<file path="src/design/stbs_pkg.sv">
// Shared types and constants for the sorted-table binary search block.
package stbs_pkg;

    localparam int DEF_TABLE_DEPTH = 256;
    localparam int DEF_KEY_WIDTH   = 32;

    localparam int CFG_IDX_W  = 8;
    localparam int CFG_DATA_W = 32;
    localparam int CNT_W      = 9;
    localparam int IDX_OUT_W  = 8;

    localparam logic [CFG_IDX_W-1:0] REG_ENTRY_COUNT    = 8'd0;
    localparam logic [CFG_IDX_W-1:0] REG_COMPARE_SIGNED = 8'd1;

    localparam logic REQ_WRITE  = 1'b0;
    localparam logic REQ_SEARCH = 1'b1;

    typedef enum logic
    {
        OP_WRITE  = 1'b0,
        OP_SEARCH = 1'b1
    } cmd_op_t;

    typedef enum logic [1:0]
    {
        ST_IDLE  = 2'b01,
        ST_PROBE = 2'b10
    } bk_state_t;

    typedef struct packed
    {
        logic        req_type;
        logic [7:0]  entry_index;
        logic [31:0] entry_value;
        logic [31:0] search_key;
    } req_t;

    typedef struct packed
    {
        logic       found;
        logic [7:0] match_index;
    } res_t;

endpackage

</file>
<file path="src/design/stbs_rq.sv">
// Two-entry result queue between the search sequencer and the result port.
module stbs_rq (
    input  logic           clk,
    input  logic           rst_n,
    input  logic           push,
    output logic           full,
    input  stbs_pkg::res_t res_in,
    input  logic           pop,
    output logic           empty,
    output stbs_pkg::res_t res_out
);
    import stbs_pkg::*;

    res_t       q_reg [2];
    logic       wr_ptr_reg;
    logic       rd_ptr_reg;
    logic [1:0] count_reg, count_next;
    logic       deq;

    always_comb
    begin
        deq = pop & ~empty;
        case ({push, deq})
            2'b10:   count_next = count_reg + 2'd1;
            2'b01:   count_next = count_reg - 2'd1;
            default: count_next = count_reg;
        endcase
    end

    always_ff @(posedge clk or negedge rst_n)
    begin
        if (!rst_n)
        begin
            wr_ptr_reg <= 1'b0;
            rd_ptr_reg <= 1'b0;
            count_reg  <= 2'd0;
        end
        else
        begin
            wr_ptr_reg <= wr_ptr_reg ^ push;
            rd_ptr_reg <= rd_ptr_reg ^ deq;
            count_reg  <= count_next;
        end
    end

    always_ff @(posedge clk)
    begin
        if (push)
        begin
            q_reg[wr_ptr_reg] <= res_in;
        end
    end

    assign full    = count_reg == 2'd2;
    assign empty   = count_reg == 2'd0;
    assign res_out = q_reg[rd_ptr_reg];

endmodule

</file>
<file path="config.mk">
export PLATFORM = sky130hd
export DESIGN_NAME = stbs_rq
export DESIGN_NICKNAME = d
export VERILOG_FILES = /design/src/design/stbs_pkg.sv /design/src/design/stbs_rq.sv
export SDC_FILE = /design/constraint.sdc
export NUM_CORES = 1
export LEC_CHECK = 0
export ABC_AREA = 1
export BUFFER_PORTS_ARGS = -buffer_cell sky130_fd_sc_hd__clkbuf_2
export CAP_MARGIN = 30
export CORE_MARGIN = 2
export CORE_UTILIZATION = 45
export DETAILED_ROUTE_END_ITERATION = 16
export HOLD_SLACK_MARGIN = 0.02
export PLACE_DENSITY = 0.7
export SETUP_SLACK_MARGIN = 0.15
export SLEW_MARGIN = 5
export SYNTH_ARGS = -nofsm -noshare
export SYNTH_HDL_FRONTEND = slang
export SYNTH_SLANG_ARGS = --single-unit
export TNS_END_PERCENT = 50
</file>
<file path="constraint.sdc">
create_clock -name clk -period 2.6 [get_ports clk]
set_input_delay 0.52 -clock clk [delete_from_list [all_inputs] [get_ports clk]]
set_output_delay 0.52 -clock clk [all_outputs]
set_load 0.02 [all_outputs]
</file>
==> results of run 1 <==
cells in the final DEF (no fill, tap or decap):
cell type / instances
clkbuf_4: 3
dlygate4sd3_1: 1
nand4_1: 1
inv_2: 1
nand2_1: 32
xnor2_1: 1
edfxtp_1: 18
nand3_1: 2
inv_1: 8
bufinv_8: 1
clkbuf_2: 23
nand2_2: 3
ha_1: 3
nor2_1: 1
clkinv_1: 1
dfrtp_1: 4
cells by family after synthesis:
kind of cell	count (synthesis)	share of synthesized area [%]
AND/OR/NAND/NOR	39	17.5
XOR/XNOR	1	0.964
adder cells (fa/ha/maj)	3	4.13
buffers and inverters	11	6.89
flip-flops	22	70.5
layout make-up:
cell class / count / share of cell area (%)
multi-input combinational: 43 / 19.0
inverter: 10 / 4.74
clock inverter: 1 / 0.347
timing repair buffer: 24 / 11.6
clock buffer: 3 / 2.08
sequential: 22 / 59.2
tap: 27 / 3.12
path summary, 6_finish.rpt:
check                      cells past startpoint                startpoint                  endpoint  slack (ns)
setup / recovery                               4      rd_ptr_reg$_DFF_PN0_                res_out[5]        0.70
min in group asynchronous                      2                     rst_n  count_reg[0]$_DFFE_PN0P_        0.55
hold / removal                                 1                 res_in[6]     q_reg[0][6]$_DFFE_PP_        0.40
hold reg to reg                                2  count_reg[1]$_DFFE_PN0P_  count_reg[1]$_DFFE_PN0P_        0.51
max in group asynchronous                      2                     rst_n      rd_ptr_reg$_DFF_PN0_        1.92
setup reg to reg                               9  count_reg[0]$_DFFE_PN0P_  count_reg[1]$_DFFE_PN0P_        1.25
metal layers:
metal / vias to the layer above / wire length, um / part of all wire [%]
met5: - / 0 / 0
met4: 0 / 30 / 2.3
met3: 4 / 46 / 3.5
met2: 12 / 685 / 52
met1: 257 / 564 / 43
li1: 296 / - / -
per-stage QoR:
stage	utilization, %	total power, uW	cell area (um2)	setup WS [ns]
2_1_floorplan	-	885	908	1.32
5_1_grt	55.7	1240	1080	0.582
3_5_place_dp	53.9	1010	1050	1.03
4_1_cts	55.7	1160	1080	0.679
6_report	55.7	1150	1080	0.698
3_3_place_gp	53.9	1000	1050	1.06
cell usage after synthesis:
cell type	n
nand2_1	32
edfxtp_1	18
inv_1	8
dfrtp_1	4
ha_1	3
nand2_2	3
nand3_1	2
buf_6	1
bufinv_8	1
inv_2	1
nand4_1	1
nor2_1	1
xnor2_1	1
power by group through the flow:
stage	logic, uW	clock network, uW	registers [uW]
floorplan	371	0	514
global placement	464	0	536
detailed placement	472	0	540
CTS	475	154	532
global route	527	166	544
finish	465	148	532
worst max-delay path, delay by kind of cell (launching register included):
| kind | cells | cell delay (ns) |
|---|---|---|
| flip-flops | 1 | 0.56 |
| buffers and inverters | 2 | 0.42 |
| AND/OR/NAND/NOR | 2 | 0.11 |
==> metrics.md, run 1 <==
| Metric | Value |
|---|---|
| Worst Path Max Fanout | 11 |
| Max Root-Sink Buffers | 2 |
| Period utilisation layout | 73.2% |
| CP startpoint kind | flip-flop |
| Final Hold Fails | 0 |
| P_sw | 440 uW |
| Pin count of the biggest net entering global routing | 13 |
| WHS | 0.404 ns |
| Num CTS Buffers | 3 |
| Net Sw Frac | 38.5% |
| Vias in the first global route | 548 |
| GR Layer Usage met2 | 22.6% |
| Netlist cell types | 13 |
| Die Wd | 48.9 um |
| Initial core utilization | 46.8% |
| Syn nets | 92 |
| Final net count | 120 |
| Fillers | 179 |
| Clock sinks | 22 |
| Critical Path, Cell by Cell | bufinv_8, nand2_1, nand2_1, clkbuf_2 |
| Hold_buf cts | 1 |
| Clock latency at the later pin of the worst-skew pair | 0.29 ns |
| Endpoint class of the critical path | output pin |
| Max reg flops | 18 |
| CP Class | flip-flop to output pin |
| H-tree depth | 1 |
| Initial DRT Pass Iterations | 2 |
| Layout cell share with drive strength beyond 1 | 30.1% |
| Post_cts resized | 0 |
| DR vias/cell | 4.38 |
| Die height | 48.9 um |
| GPL Wtd Cong | 0.785 |
| Max Fclk | 526 MHz |
| Detail Route Antenna Nets | 0 |
| Final min period | 1.90 ns |
| Syn Area/Cell | 12.0 um2 |
| Boundary Pins | 24 |
| Required @ worst endpoint | 2.08 ns |
| VDD IR max | 0.573 mV |
| Status | finished clean |
| Clock slew at reported path FFs | 0.11 ns |
| Most used cell, CP | nand2_1 |
| Internal power | 705 uW |
| Worst rel slew slack | 70.4% |
| Worst hold path type | primary input to flip-flop |
| Iteration-0 DRC count of the detailed router | 10 |
| Cells after Synth | 76 |
| Antenna violations before repair | 0 |
| Number of max-cap violations | 0 |
| P per Cell Area | 1060 nW/um2 |
| Critical path's slowest cell | dfrtp_1 |
| Synth area leader | edfxtp_1 |
| Final max-slew violation count | 0 |
| Core ar. | 1940 um2 |
| DRC Markers | 0 |
| Register area share after synthesis | 70.5% |
| TritonCTS clock tree | built |
| RSZ-0062 raised after global routing | false |
| Post-synthesis register bit count | 22 |
| Gr busiest metal | met2 |
| Area Overhead vs Synth | 19.1% |
| Worst EP arrival | 1.38 ns |
| Port-buffer cells | 23 |
| Final setup vio count | 0 |
| Total track usage | 12.9% |
| Clock power share | 12.9% |
| Clock root cell | clkbuf_4 |
| DR vias | 569 |
| GR Util met3 | 2.76% |
| Area of the die | 2390 um2 |
| Worst-case clock skew | 0.000382 ns |
| Slew @ Worst Pin | 0.444 ns |
| Total detailed-routing wirelength | 1330 um |
| Wire per inst | 10.2 um |
| Post-synth top area share | 59.5% |
| Combinational power share | 40.6% |
| Reg area | 641 um2 |
| Pleak | 0.000527 uW |
| Multi-input logic area | 205 um2 |
| N_diodes | 0 |
| Setup bufs post-CTS | 0 |
| Cell Area, Synth | 908 um2 |
| Ranking of synthesized cells by area | edfxtp_1 (60%), nand2_1 (13%), dfrtp_1 (11%) |
| Setup TNS | 0 ns |
| M1 GR Usage | 13.8% |
| First-pass GRT wire length | 2250 um |
| Max stage delay on crit path | 0.56 ns |
| Placed insts | 125 |
| GRT Residual Overflow | 0 |
| Detailed Place HPWL | 974 um |
| Sequential Power Share | 46.5% |
| # rows | 16 |
| Synth warnings | 0 |
| Final Non-Filler Cells | 130 |
Note: power is estimated with default switching activity, not from simulation.
==> run 2: changes to the inputs <==
Clock period 2.6 ns to 1.76 ns, I/O delays scaled along.
==> run 2 against run 1 <==
Sequential share of layout area decreased by 1.3 points. Routed wire length increased by 9.4%. Cell count increased by 0.77%. Setup slack got worse by 0.48 ns. Critical endpoint is now res_out[0].
==> metrics.md, run 2 (synthesis results as in run 1) <==
| Metric | Value |
|---|---|
| Number of max-cap violations | 0 |
| # rows | 16 |
| Max Root-Sink Buffers | 2 |
| Die height | 48.9 um |
| Total detailed-routing wirelength | 1450 um |
| Clock slew at reported path FFs | 0.11 ns |
| Commonest cells after routing, fill and taps aside | nand2_1 (32), clkbuf_2 (19), edfxtp_1 (18), inv_1 (8), buf_4 (4) |
| N_diodes | 0 |
| Final Non-Filler Cells | 131 |
| CP Class | flip-flop to output pin |
| Initial core utilization | 46.8% |
| Layout cell share with drive strength beyond 1 | 32.7% |
| VDD IR max | 0.933 mV |
| FF-to-FF Start | count_reg[0]$_DFFE_PN0P_ |
| DRC Markers | 0 |
| Worst EP arrival | 1.19 ns |
| Final Hold Fails | 0 |
| GRT Residual Overflow | 0 |
| Setup TNS | 0 ns |
| Reg2Reg Depth | 9 |
| Worst path top cell family by delay | flip-flops |
| H-tree depth | 1 |
| Pleak | 0.000538 uW |
| TritonCTS clock tree | built |
| Num CTS Buffers | 3 |
| Final net count | 121 |
| Reg-to-reg slack, setup | 0.38 ns |
| Placed insts | 125 |
| CP Buf/Inv Count | 2 |
| Period utilisation layout | 87.5% |
| Critical path's slowest cell | dfrtp_2 |
| Clock root cell | clkbuf_4 |
| Worst Path Max Fanout | 10 |
| WHS | 0.238 ns |
| Max stage delay on crit path | 0.42 ns |
| Total track usage | 13.8% |
| Area Overhead vs Synth | 22.0% |
| Vias in the first global route | 589 |
| Final max-slew violation count | 0 |
| P per Cell Area | 1610 nW/um2 |
| CP startpoint kind | flip-flop |
| Endpoint class of the critical path | output pin |
| Max reg flops | 18 |
| Critical Path, Cell by Cell | bufinv_8, nand2_1, nand2_1, clkbuf_2 |
| Pin count of the biggest net entering global routing | 13 |
| Iteration-0 DRC count of the detailed router | 13 |
| Final setup vio count | 0 |
| Commonest non-fill, non-tap cell in the layout | nand2_1 |
| DR vias | 597 |
| Final min period | 1.54 ns |
| Area of the die | 2390 um2 |
| Worst rel slew slack | 71.1% |
| Reg2reg end | count_reg[1]$_DFFE_PN0P_ |
| Clock latency at the later pin of the worst-skew pair | 0.29 ns |
| Worst setup path endpoint | res_out[0] |
| Initial DRT Pass Iterations | 4 |
| Slew @ Worst Pin | 0.434 ns |
| Boundary Pins | 24 |
| GPL Wtd Cong | 0.775 |
| Status | finished clean |
| First-pass GRT wire length | 2500 um |
| CP Launch Point | rd_ptr_reg$_DFF_PN0_ |
| Max Fclk | 649 MHz |
| Clock sinks | 22 |
| Detailed Place HPWL | 1080 um |
| Most used cell, CP | nand2_1 |
| Detail Route Antenna Nets | 0 |
| Crit. path cell count | 4 |
| Antenna violations before repair | 0 |
| Wire per inst | 11.1 um |
| Worst hold path type | primary input to flip-flop |
| RSZ-0062 raised after global routing | true |
| Port-buffer cells | 23 |
| Required @ worst endpoint | 1.41 ns |
| Core ar. | 1940 um2 |
| Worst-case clock skew | 0.000560 ns |
| Die Wd | 48.9 um |
| DR vias/cell | 4.56 |
| Fillers | 173 |
[run 2: worst min-delay path by stage]
stage / startpoint / to / slack (ns) / depth (start not counted)
floorplan: rst_n / count_reg[0]$_DFFE_PN0P_ / 0.06 / 0
global placement: rst_n / rd_ptr_reg$_DFF_PN0_ / 0.17 / 1
detailed placement: rst_n / rd_ptr_reg$_DFF_PN0_ / 0.17 / 1
CTS: res_in[5] / q_reg[1][5]$_DFFE_PP_ / 0.23 / 1
global route: res_in[7] / q_reg[1][7]$_DFFE_PP_ / 0.23 / 1
finish: res_in[5] / q_reg[1][5]$_DFFE_PP_ / 0.24 / 1
[run 2: what timing repair did]
item	CTS	global route
gates cloned	0	0
endpoints found under the hold margin	4	0
endpoints found under the setup margin	9	8
setup buffers	1	0
resized for setup	1	7
hold buffers	1	0
[run 2: cell type report]
| cell class | instances | area (um2) | area share (%) |
|---|---|---|---|
| Multi-Input combinational cell | 43 | 205 | 18.5 |
| Timing Repair Buffer | 25 | 140 | 12.6 |
| Tap cell | 27 | 33.8 | 3.05 |
| Inverter | 10 | 51.3 | 4.63 |
| Clock buffer | 4 | 36.3 | 3.27 |
| Sequential cell | 22 | 642 | 57.9 |
[run 2: stage by stage]
stage | area, um2 | power (uW) | utilization, % | setup slack (ns)
2_1_floorplan | 908 | 1310 | - | 0.517
3_3_place_gp | 1050 | 1480 | 53.9 | 0.409
3_5_place_dp | 1050 | 1500 | 53.9 | 0.380
4_1_cts | 1100 | 1780 | 56.7 | 0.210
5_1_grt | 1110 | 1920 | 57.1 | 0.143
6_report | 1110 | 1790 | 57.1 | 0.219
[run 2: power breakdown]
part	internal [uW]	switching, uW
logic	288	472
registers	708	54.0
clock network	126	140
total	1120	666
[run 2: routing by layer]
layer	track usage [%]	up-vias	wire, um
met4	7.14	0	13
met2	24.7	10	788
met3	1.84	2	52
met1	16.0	283	597
li1	-	302	-
met5	0	-	0
