--- src/design/stbs_pkg.sv ---
// Shared types and constants for the sorted-table binary search block.
package stbs_pkg;

    localparam int DEF_TABLE_DEPTH = 256;
    localparam int DEF_KEY_WIDTH   = 32;

    localparam int CFG_IDX_W  = 8;
    localparam int CFG_DATA_W = 32;
    localparam int CNT_W      = 9;
    localparam int IDX_OUT_W  = 8;

    localparam logic [CFG_IDX_W-1:0] REG_ENTRY_COUNT    = 8'd0;
    localparam logic [CFG_IDX_W-1:0] REG_COMPARE_SIGNED = 8'd1;

    localparam logic REQ_WRITE  = 1'b0;
    localparam logic REQ_SEARCH = 1'b1;

    typedef enum logic
    {
        OP_WRITE  = 1'b0,
        OP_SEARCH = 1'b1
    } cmd_op_t;

    typedef enum logic [1:0]
    {
        ST_IDLE  = 2'b01,
        ST_PROBE = 2'b10
    } bk_state_t;

    typedef struct packed
    {
        logic        req_type;
        logic [7:0]  entry_index;
        logic [31:0] entry_value;
        logic [31:0] search_key;
    } req_t;

    typedef struct packed
    {
        logic       found;
        logic [7:0] match_index;
    } res_t;

endpackage

--- src/design/stbs_front.sv ---
// Front end: accepts items, drops out-of-range writes, queues commands for the back end.
module stbs_front #(
    parameter int TABLE_DEPTH = stbs_pkg::DEF_TABLE_DEPTH,
    parameter int KEY_WIDTH   = stbs_pkg::DEF_KEY_WIDTH,
    localparam int IDX_W      = $clog2(TABLE_DEPTH)
) (
    input  logic                   clk,
    input  logic                   rst_n,
    input  logic                   push,
    output logic                   full,
    input  stbs_pkg::req_t         req,
    output logic                   cmd_valid,
    output stbs_pkg::cmd_op_t      cmd_op,
    output logic [IDX_W-1:0]       cmd_addr,
    output logic [KEY_WIDTH-1:0]   cmd_key,
    input  logic                   cmd_pop
);
    import stbs_pkg::*;

    cmd_op_t              op_q_reg   [2];
    logic [IDX_W-1:0]     addr_q_reg [2];
    logic [KEY_WIDTH-1:0] key_q_reg  [2];
    logic                 wr_ptr_reg, wr_ptr_next;
    logic                 rd_ptr_reg, rd_ptr_next;
    logic [1:0]           count_reg, count_next;

    logic                 accept;
    logic                 in_range;
    logic                 enq;
    logic [31:0]          idx_wide;
    logic [63:0]          val_wide;
    cmd_op_t              new_op;
    logic [IDX_W-1:0]     new_addr;
    logic [KEY_WIDTH-1:0] new_key;

    always_comb
    begin
        accept   = push & ~full;
        idx_wide = 32'(req.entry_index);
        in_range = idx_wide < 32'(TABLE_DEPTH);
        new_addr = idx_wide[IDX_W-1:0];
        if (req.req_type == REQ_SEARCH)
        begin
            new_op   = OP_SEARCH;
            val_wide = {32'b0, req.search_key};
        end
        else
        begin
            new_op   = OP_WRITE;
            val_wide = {32'b0, req.entry_value};
        end
        new_key = val_wide[KEY_WIDTH-1:0];
        enq     = accept & ((req.req_type == REQ_SEARCH) | in_range);

        wr_ptr_next = wr_ptr_reg ^ enq;
        rd_ptr_next = rd_ptr_reg ^ cmd_pop;
        case ({enq, cmd_pop})
            2'b10:   count_next = count_reg + 2'd1;
            2'b01:   count_next = count_reg - 2'd1;
            default: count_next = count_reg;
        endcase
    end

    always_ff @(posedge clk or negedge rst_n)
    begin
        if (!rst_n)
        begin
            wr_ptr_reg <= 1'b0;
            rd_ptr_reg <= 1'b0;
            count_reg  <= 2'd0;
        end
        else
        begin
            wr_ptr_reg <= wr_ptr_next;
            rd_ptr_reg <= rd_ptr_next;
            count_reg  <= count_next;
        end
    end

    always_ff @(posedge clk)
    begin
        if (enq)
        begin
            op_q_reg[wr_ptr_reg]   <= new_op;
            addr_q_reg[wr_ptr_reg] <= new_addr;
            key_q_reg[wr_ptr_reg]  <= new_key;
        end
    end

    assign full      = count_reg == 2'd2;
    assign cmd_valid = count_reg != 2'd0;
    assign cmd_op    = op_q_reg[rd_ptr_reg];
    assign cmd_addr  = addr_q_reg[rd_ptr_reg];
    assign cmd_key   = key_q_reg[rd_ptr_reg];

endmodule

--- config.mk ---
export PLATFORM = sky130hd
export DESIGN_NAME = stbs_front
export DESIGN_NICKNAME = d
export VERILOG_FILES = /design/src/design/stbs_pkg.sv /design/src/design/stbs_front.sv
export SDC_FILE = /design/constraint.sdc
export NUM_CORES = 1
export LEC_CHECK = 0
export ABC_AREA = 1
export BUFFER_PORTS_ARGS = -buffer_cell sky130_fd_sc_hd__buf_4
export CORE_ASPECT_RATIO = 1.25
export CORE_UTILIZATION = 26
export CTS_CLUSTER_DIAMETER = 120
export DETAILED_ROUTE_END_ITERATION = 10
export GPL_ROUTABILITY_DRIVEN = 0
export RECOVER_POWER = 50
export SETUP_SLACK_MARGIN = 0.2
export SKIP_CTS_REPAIR_TIMING = 1
export SYNTH_ARGS = -nofsm -noshare
export SYNTH_HDL_FRONTEND = slang
export SYNTH_SLANG_ARGS = --single-unit
--- constraint.sdc ---
create_clock -name clk -period 2.4 [get_ports clk]
set_input_delay 0.12 -clock clk [delete_from_list [all_inputs] [get_ports clk]]
set_output_delay 0.12 -clock clk [all_outputs]
set_load 0.05 [all_outputs]
==> results by group, run 1 <==
Run status
  – Outcome: finished with violations
  – Failing checks: DRC

Yosys
  – Cell taking the most area after synthesis: edfxtp_1
  – Synth top area share: 0.634
  – Post-synth EDFFs: 82
  – Post-Syn Nets: 422
  – Register area share after synthesis: 0.659
  – Post-Syn Area: 0.00389 mm2
  – YS warnings: 0
  – Async S/R FF share, synth: 0.0465
  – Flops & latches, synth: 86
  – Synth area leaders: edfxtp_1 63%, inv_1 7.7%, nand2_1 7.5%
  – Post-Syn Instances: 342
  – Average cell area after synthesis: 11.4 um2
  – Synth cell types: 17
  – Synth Flop Type: edfxtp_1

Clock network
  – CTS tree: yes
  – CTS sink count: 86
  – Clock Path Buffers: 2
  – H-tree Lvls: 3
  – Clk slew on worst S/H paths: 0.06 ns
  – Root buffer cell: clkbuf_16
  – CTS buffer count: 9
  – Clock latency on the worst-skew pair: 0.33 ns

Power and ir drop
  – VDD IR max: 0.452 mV
  – Lkg Pwr: 2.34 nW
  – Pwr Density: 1260 mW/mm2

GRT
  – Vias in the first global route: 2597
  – Gr usage total: 0.102
  – GRT Residual Overflow: 0
  – Global-route wire length before repair: 12200 um
  – Largest net degree at the start of global routing: 67
  – Initial antenna violation count: 0

Timing
  – RSZ-0062 raised after global routing: false
  – Clock skew: 0.00569 ns
  – Fin crit share: 0.836
  – Fin. Hold Viols: 0
  – Slew margin rel.: 0.256
  – Max Clk Rate: 498 MHz
  – Hold Slack: 0.118 ns
  – Slew Limit Fails: 0
  – Final setup fails: 0
  – Worst Tran Pin Value: 1.12 ns
  – Final min period: 2.01 ns
  – TNS Setup: 0 ns

Layout
  – Post-Layout Cell Count: 653
  – Largest register FFs: 64
  – Area grow syn2layout: 34.2%
  – Share of layout cells above drive strength 1: 0.341
  – Utilization after layout: 0.360
  – Diodes inserted: 0
  – Layout fillers: 1456
  – Layout Nets: 550

Worst setup path
  – R2R Setup Slk: 0.39 ns
  – CP Launch Type: flop
  – Worst path max stage delay: 0.56 ns
  – Req. time, crit path: 2.36 ns
  – Worst-path maximum fanout: 35
  – CP endpoint kind: flop
  – CP Cell Sequence: inv_1 -> o21ai_0 -> inv_1 -> ha_1 -> clkbuf_4
  – Crit path kind: flop to flop
  – Most frequent CP cell: inv_1
  – Crit-path slowest cell: clkbuf_4
  – CP Data Arrival Time: 1.97 ns

Floorplanning
  – Vert. Die Dim: 139 um
  – Row cnt: 49
  – Die area: 0.0154 mm2
  – Die X: 111 um
  – # IOs: 120
  – Initial Util: 0.269
  – Core Region: 0.0145 mm2

Route
  – Starting DRT DRC Count: 101
  – Avg Vias per Cell: 4.05
  – Vias: 2647
  – Length of the first detailed-routing pass in iterations: 7
  – Final WL: 7620 um
  – Remaining DRCs: 14
  – Post-DR wirelength/cell: 11.7 um
  – Antenna-violating nets left: 0

Flow run
  – Maxcap violations: 0

Place
  – Inst Count DP: 627
  – DP HPWL: 5380 um
  – Port-buffer cells: 119

Min path
  – Worst hold-check path type: input pin to flop
[Yosys cell counts (2+ instances only)]
cell	number
buf_6	2
dfrtp_1	4
nand2_1	78
inv_1	80
o21ai_0	16
ha_1	3
edfxtp_1	82
buf_8	7
o21ai_2	30
buf_4	6
o21ai_1	28
[area by class of cell]
type                    instances  area [um2]  share of cell area
clock buffers                  10         229              0.0439
clock inverters                 6        28.8             0.00552
inverters                      80         300              0.0576
multi-input cells             160         846               0.162
flip-flops and latches         86        2570               0.492
well taps                     178         223              0.0427
repair buffers                133        1020               0.196
[critical path: cells and delay by family (launching register included)]
| family | cells | cell delay, ns |
|---|---|---|
| buf+inv | 3 | 0.77 |
| flops | 1 | 0.38 |
| fa+ha+maj | 1 | 0.34 |
| compound gates | 1 | 0.12 |
[report_power, final]
| group | total (mW) | switching (mW) | internal (mW) |
|---|---|---|---|
| sequential | 2.30 | 0.225 | 2.08 |
| combinational | 3.09 | 2.21 | 0.888 |
| clock | 1.19 | 0.504 | 0.686 |
[cells in the final DEF (no fill, tap or decap), types with 3 or more instances in the layout]
master         synthesis  routed
buf_4                  6     109
clkbuf_1               0       4
clkbuf_16              0       9
clkbuf_4               0       9
clkinv_1               0       4
dfrtp_1                4       3
dlygate4sd3_1          0      10
edfxtp_1              82      82
ha_1                   3       3
inv_1                 80      80
nand2_1               78      78
o21ai_0               16      44
o21ai_2               30      30
[routing by layer]
layer | vias to the layer above | track usage | part of all wire
li1 | 1370 | - | -
met1 | 1191 | 0.107 | 0.40
met2 | 70 | 0.184 | 0.52
met3 | 16 | 0.0328 | 0.055
met4 | 0 | 0.0505 | 0.024
met5 | - | 0 | 0
[cell families after synthesis]
family	synth area share
xor+xnor	0.00451
compound gates	0.124
fa+ha+maj	0.00966
flops	0.659
simple gates	0.0792
buf+inv	0.123
[final timing paths]
check                           depth (start not counted)          from         endpoint
min in group asynchronous                               2         rst_n       wr_ptr_reg
worst max-delay path                                    5  count_reg[1]      op_q_reg[0]
max in group asynchronous                               2         rst_n       rd_ptr_reg
worst max register to register                          5  count_reg[1]      op_q_reg[0]
worst min-delay path                                    3        req[5]  key_q_reg[0][5]
worst min register to register                          2  count_reg[1]     count_reg[1]
[through the flow]
| step | total power [mW] | cell area, um2 | setup slack, ns |
|---|---|---|---|
| final | 6.59 | 5220 | 0.394 |
| after global routing | 6.92 | 5220 | 0.219 |
| after CTS | 6.72 | 5150 | 0.325 |
| after detailed placement | 5.51 | 4890 | 0.705 |
| after global placement | 5.47 | 4890 | 0.728 |
| after floorplan | 4.68 | 3890 | 0.333 |
(Power assumes the default switching activity.)
==> run 2, diff against run 1 <==
==> constraint.sdc (replaced) <==
create_clock -name clk -period 1.7 [get_ports clk]
set_input_delay 0.085 -clock clk [delete_from_list [all_inputs] [get_ports clk]]
set_output_delay 0.085 -clock clk [all_outputs]
set_load 0.05 [all_outputs]
==> run 2 against run 1 <==
  * Worst hold slack worse by 0.037 ns
  * Register-to-register slack worse by 0.24 ns
  * Clock skew down 0.00069 ns
  * Count of clock-buffer cells in the layout unchanged
  * Via count up 2.0%
  * Clock power up 72%
  * Sequential power up 35%
  * Core utilization up 2.4 points
  * Sequential cell count unchanged
  * The run still ends with DRC left
  * Largest cell class unchanged
  * Sequential share of layout area down 3.1 points
==> results by group, run 2 (same netlist as run 1, synthesis figures left out) <==
Place
  – Inst Count DP: 630
  – Post-DP Area: 0.00494 mm2
  – Dpl ws: 0.0297 ns
  – DP HPWL: 5510 um
  – Port-buffer cells: 119

Power and ir drop
  – Lkg Pwr: 2.48 nW
  – Pwr Density: 1880 mW/mm2
  – VDD IR max: 0.756 mV

Floorplanning
  – Die X: 111 um
  – Row cnt: 49
  – Vert. Die Dim: 139 um
  – Die area: 0.0154 mm2
  – Initial Util: 0.269
  – Core Region: 0.0145 mm2
  – # IOs: 120

Timing
  – Clock skew: 0.00500 ns
  – Max Clk Rate: 632 MHz
  – RSZ-0062 raised after global routing: true
  – Hold Slack: 0.0809 ns
  – Fin. Hold Viols: 0
  – Final min period: 1.58 ns
  – Slew margin rel.: 0.370
  – Fin crit share: 0.931
  – TNS Setup: 0 ns
  – Final setup fails: 0
  – Worst setup margin: 0.118 ns
  – Slew Limit Fails: 0
  – Worst Tran Pin Value: 0.945 ns

Worst setup path
  – Worst-path maximum fanout: 17
  – Req. time, crit path: 1.62 ns
  – CP Data Arrival Time: 1.50 ns
  – CP Launch Type: flop
  – Crit path kind: flop to primary output
  – CP endpoint kind: primary output

Route
  – Remaining DRCs: 14
  – Final WL: 8530 um
  – Length of the first detailed-routing pass in iterations: 7
  – Avg Vias per Cell: 4.05
  – Vias: 2701
  – Post-DR wirelength/cell: 12.8 um
  – Starting DRT DRC Count: 87
  – Antenna-violating nets left: 0

Layout
  – Area grow syn2layout: 43.1%
  – Most frequent cells in the layout: 87 x buf_4, 82 x edfxtp_1, 80 x inv_1
  – Share of layout cells above drive strength 1: 0.372
  – Commonest non-fill, non-tap cell in the layout: buf_4
  – Diodes inserted: 0
  – Final instance area: 0.00556 mm2
  – Post-Layout Cell Count: 667
  – Largest register FFs: 64
  – Layout Nets: 564

GRT
  – Global-route wire length before repair: 12000 um
  – Largest net degree at the start of global routing: 42
  – Initial antenna violation count: 0
  – Gr usage total: 0.101
  – GRT Residual Overflow: 0
  – Vias in the first global route: 2539

Clock network
  – Clock Path Buffers: 2
  – CTS sink count: 86
  – Clk slew on worst S/H paths: 0.06 ns
  – H-tree Lvls: 3
  – CTS buffer count: 9
  – Root buffer cell: clkbuf_16
  – Clock latency on the worst-skew pair: 0.33 ns
  – CTS tree: yes

Flow run
  – Maxcap violations: 0

Run status
  – Outcome: finished with violations
  – Failing checks: DRC

Min path
  – Worst hold-check path type: input pin to flop
[run 2: final cells by class]
type / count / area (um2)
clock inverters: 6 / 86.3
repair buffers: 147 / 1280
multi-input cells: 160 / 872
fillers: 1412 / 8910
flip-flops and latches: 86 / 2570
inverters: 80 / 300
clock buffers: 10 / 229
well taps: 178 / 223
[run 2: critical path, stage by stage, from the launching register on]
cell and delay, ns:
dfrtp_4 0.56, buf_8 0.20, o21ai_0 0.18, buf_4 0.23
[run 2: where the power goes]
part	switching [mW]	internal [mW]	total (mW)
sequential	0.164	2.93	3.10
clock	0.764	1.28	2.05
combinational	3.52	1.79	5.31
total	4.45	6.01	10.5
[run 2: final timing paths]
kind | from | endpoint | slack [ns] | cells after the start
min reg2reg | count_reg[1] | count_reg[1] | 0.50 | 2
min | req[16] | key_q_reg[1][16] | 0.08 | 3
max | rd_ptr_reg | cmd_key[17] | 0.12 | 3
max in group asynchronous | rst_n | rd_ptr_reg | 1.33 | 2
min in group asynchronous | rst_n | count_reg[1] | 0.13 | 2
max reg2reg | count_reg[1] | key_q_reg[0][20] | 0.15 | 5
[run 2: through the flow]
| stage | utilization | power [mW] |
|---|---|---|
| 3_3_place_gp | 0.342 | 7.81 |
| 5_1_grt | 0.384 | 11.0 |
| 3_5_place_dp | 0.342 | 7.90 |
| 6_report | 0.384 | 10.5 |
| 4_1_cts | 0.363 | 9.96 |
| 2_1_floorplan | - | 6.65 |
[run 2: layer usage]
metal / up-vias / routed length [um] / GRT usage
met2: 67 / 4660 / 0.182
met3: 6 / 415 / 0.0367
met1: 1233 / 3370 / 0.109
li1: 1395 / - / -
met4: 0 / 85 / 0.0341
met5: - / 0 / 0
==> run 3, diff against run 2 <==
--- a/config.mk
+++ b/config.mk
@@ -7,11 +7,14 @@
 export LEC_CHECK = 0
 export ABC_AREA = 1
 export BUFFER_PORTS_ARGS = -buffer_cell sky130_fd_sc_hd__buf_4
+export CELL_PAD_IN_SITES_DETAIL_PLACEMENT = 1
+export CELL_PAD_IN_SITES_GLOBAL_PLACEMENT = 1
 export CORE_ASPECT_RATIO = 1.25
 export CORE_UTILIZATION = 26
 export CTS_CLUSTER_DIAMETER = 120
 export DETAILED_ROUTE_END_ITERATION = 10
 export GPL_ROUTABILITY_DRIVEN = 0
+export PLACE_DENSITY_LB_ADDON = 0.1
 export RECOVER_POWER = 50
 export SETUP_SLACK_MARGIN = 0.2
 export SKIP_CTS_REPAIR_TIMING = 1
==> run 3 against run 2 <==
  * The flow still finishes with violations (DRC)
  * Critical path depth unchanged
  * Via count grew 2.7%
  * Non-clock buffer count is 3 lower
  * First-iteration DRC count fell by 49%
  * Die area unchanged
  * Register-to-register slack improved by 0.03 ns
  * Maximum frequency up 1.1%
  * Sequential cell count unchanged
  * Clock skew hardly changed
  * Sequential power is essentially flat
  * Critical endpoint is now cmd_key[0]
==> results by group, run 3 (same netlist as run 1, synthesis figures left out) <==
Route
  – Final WL: 9040 um
  – Avg Vias per Cell: 4.19
  – Vias: 2774
  – Post-DR wirelength/cell: 13.7 um
  – Length of the first detailed-routing pass in iterations: 7
  – Starting DRT DRC Count: 44
  – Antenna-violating nets left: 0
  – Remaining DRCs: 14

Worst setup path
  – Worst R2R Path Depth: 5
  – CP Data Arrival Time: 1.48 ns
  – Crit path kind: flop to primary output
  – Worst reg2reg endpoint: key_q_reg[1][6]
  – CP Cell Sequence: buf_16 -> o21ai_2 -> buf_6
  – CP Launch Type: flop
  – Crit Reg-Reg Startpoint: count_reg[1]
  – R2R Setup Slk: 0.18 ns
  – Worst-path maximum fanout: 20
  – Top delay family on crit path: flip-flops
  – Worst path max stage delay: 0.57 ns
  – WP buf/inv: 2
  – Crit-path slowest cell: dfrtp_4
  – CP endpoint kind: primary output
  – Req. time, crit path: 1.62 ns

Floorplanning
  – Vert. Die Dim: 139 um
  – Die area: 0.0154 mm2
  – Row cnt: 49
  – Initial Util: 0.269
  – Core Region: 0.0145 mm2
  – # IOs: 120
  – Die X: 111 um

Clock network
  – Root buffer cell: clkbuf_16
  – H-tree Lvls: 3
  – Clock latency on the worst-skew pair: 0.33 ns
  – Clk slew on worst S/H paths: 0.06 ns
  – CTS sink count: 86
  – CTS tree: yes
  – Clock Path Buffers: 2
  – CTS buffer count: 9

Min path
  – Hold path start: req[3]
  – Min-Delay Endpoint: key_q_reg[0][3]
  – Worst hold-check path type: input pin to flop
  – Cell depth of the worst hold path: 3

Place
  – DP HPWL: 5950 um
  – Port-buffer cells: 119
  – Dpl ws: -0.0148 ns

Flow run
  – Maxcap violations: 0

Timing
  – Worst setup margin: 0.134 ns
  – Fin crit share: 0.921
  – Slew Limit Fails: 0
  – Final min period: 1.57 ns
  – Clock skew: 0.00479 ns
  – Max Clk Rate: 639 MHz
  – RSZ-0062 raised after global routing: true
  – TNS Setup: 0 ns
  – Worst Tran Pin Value: 0.798 ns
  – Final setup fails: 0
  – Fin. Hold Viols: 0
  – Slew margin rel.: 0.468

Layout
  – Commonest non-fill, non-tap cell in the layout: edfxtp_1
  – Largest register FFs: 64
  – Share of layout cells above drive strength 1: 0.370
  – Diodes inserted: 0
  – Most frequent cells in the layout: 82 x edfxtp_1, 80 x inv_1, 78 x nand2_1
  – Area grow syn2layout: 43.0%
  – Layout Nets: 561

GRT
  – Vias in the first global route: 2749
  – Gr usage total: 0.115
  – Initial antenna violation count: 0
  – Largest net degree at the start of global routing: 43
  – GRT Residual Overflow: 0
  – Global-route wire length before repair: 13400 um

Run status
  – Outcome: finished with violations
  – Failing checks: DRC

Power and ir drop
  – Pwr Density: 1850 mW/mm2
  – VDD IR max: 0.601 mV
  – Lkg Pwr: 2.47 nW
-- run 3: cell count changes in the layout (fill, tap and decap cells not counted), moves of 3 or more --
cell | previous run | this run
buf_6 | 29 | 35
buf_4 | 87 | 77
clkinv_1 | 0 | 3
clkbuf_1 | 7 | 4
-- run 3: layer usage --
| metal | part of all wire | wire length [um] | GRT usage | up-vias |
|---|---|---|---|---|
| met5 | 0 | 0 | 0 | - |
| met4 | 0.015 | 132 | 0.0512 | 0 |
| met3 | 0.062 | 558 | 0.0310 | 12 |
| met2 | 0.53 | 4760 | 0.204 | 76 |
| met1 | 0.40 | 3590 | 0.128 | 1295 |
| li1 | - | - | - | 1391 |
-- run 3: layout make-up --
cell class              count  area (um2)
clock buffers              10         229
clock inverters             4        16.3
fillers                  1614        8910
inverters                  80         300
multi-input cells         160         893
flip-flops and latches     86        2570
well taps                 178         223
repair buffers            144        1330
-- run 3: worst register-to-register path, cell delays in order (launching register included) --
cell and delay, ns:
dfrtp_1 0.38, inv_1 0.08, o21ai_0 0.10, inv_1 0.11, ha_1 0.32, buf_12 0.23
-- run 3: how the worst max path moves through the flow --
stage	from	to	slack [ns]	cells after the start
2_1_floorplan	rd_ptr_reg	cmd_key[20]	-0.02	2
3_3_place_gp	count_reg[1]	key_q_reg[0][24]	0.04	4
3_5_place_dp	count_reg[1]	key_q_reg[1][24]	-0.01	4
4_1_cts	rd_ptr_reg	cmd_key[20]	-0.06	3
5_1_grt	count_reg[1]	key_q_reg[1][6]	0.05	5
6_report	rd_ptr_reg	cmd_key[0]	0.13	3
-- run 3: metrics by stage --
step	power [mW]	hold slack [ns]	util	area [um2]	std cells
6_report	10.3	0.0730	0.384	5560	662
3_5_place_dp	7.99	-0.113	0.341	4940	629
2_1_floorplan	6.65	-0.211	-	3910	342
3_3_place_gp	7.91	-0.111	0.341	4940	629
4_1_cts	9.69	-0.473	0.358	5180	643
5_1_grt	10.8	0.102	0.384	5560	662
-- run 3: report_power, final --
| part | internal [mW] | switching (mW) |
|---|---|---|
| clock network | 0.955 | 0.722 |
| logic | 1.93 | 3.57 |
| registers | 2.93 | 0.172 |
| total | 5.82 | 4.47 |
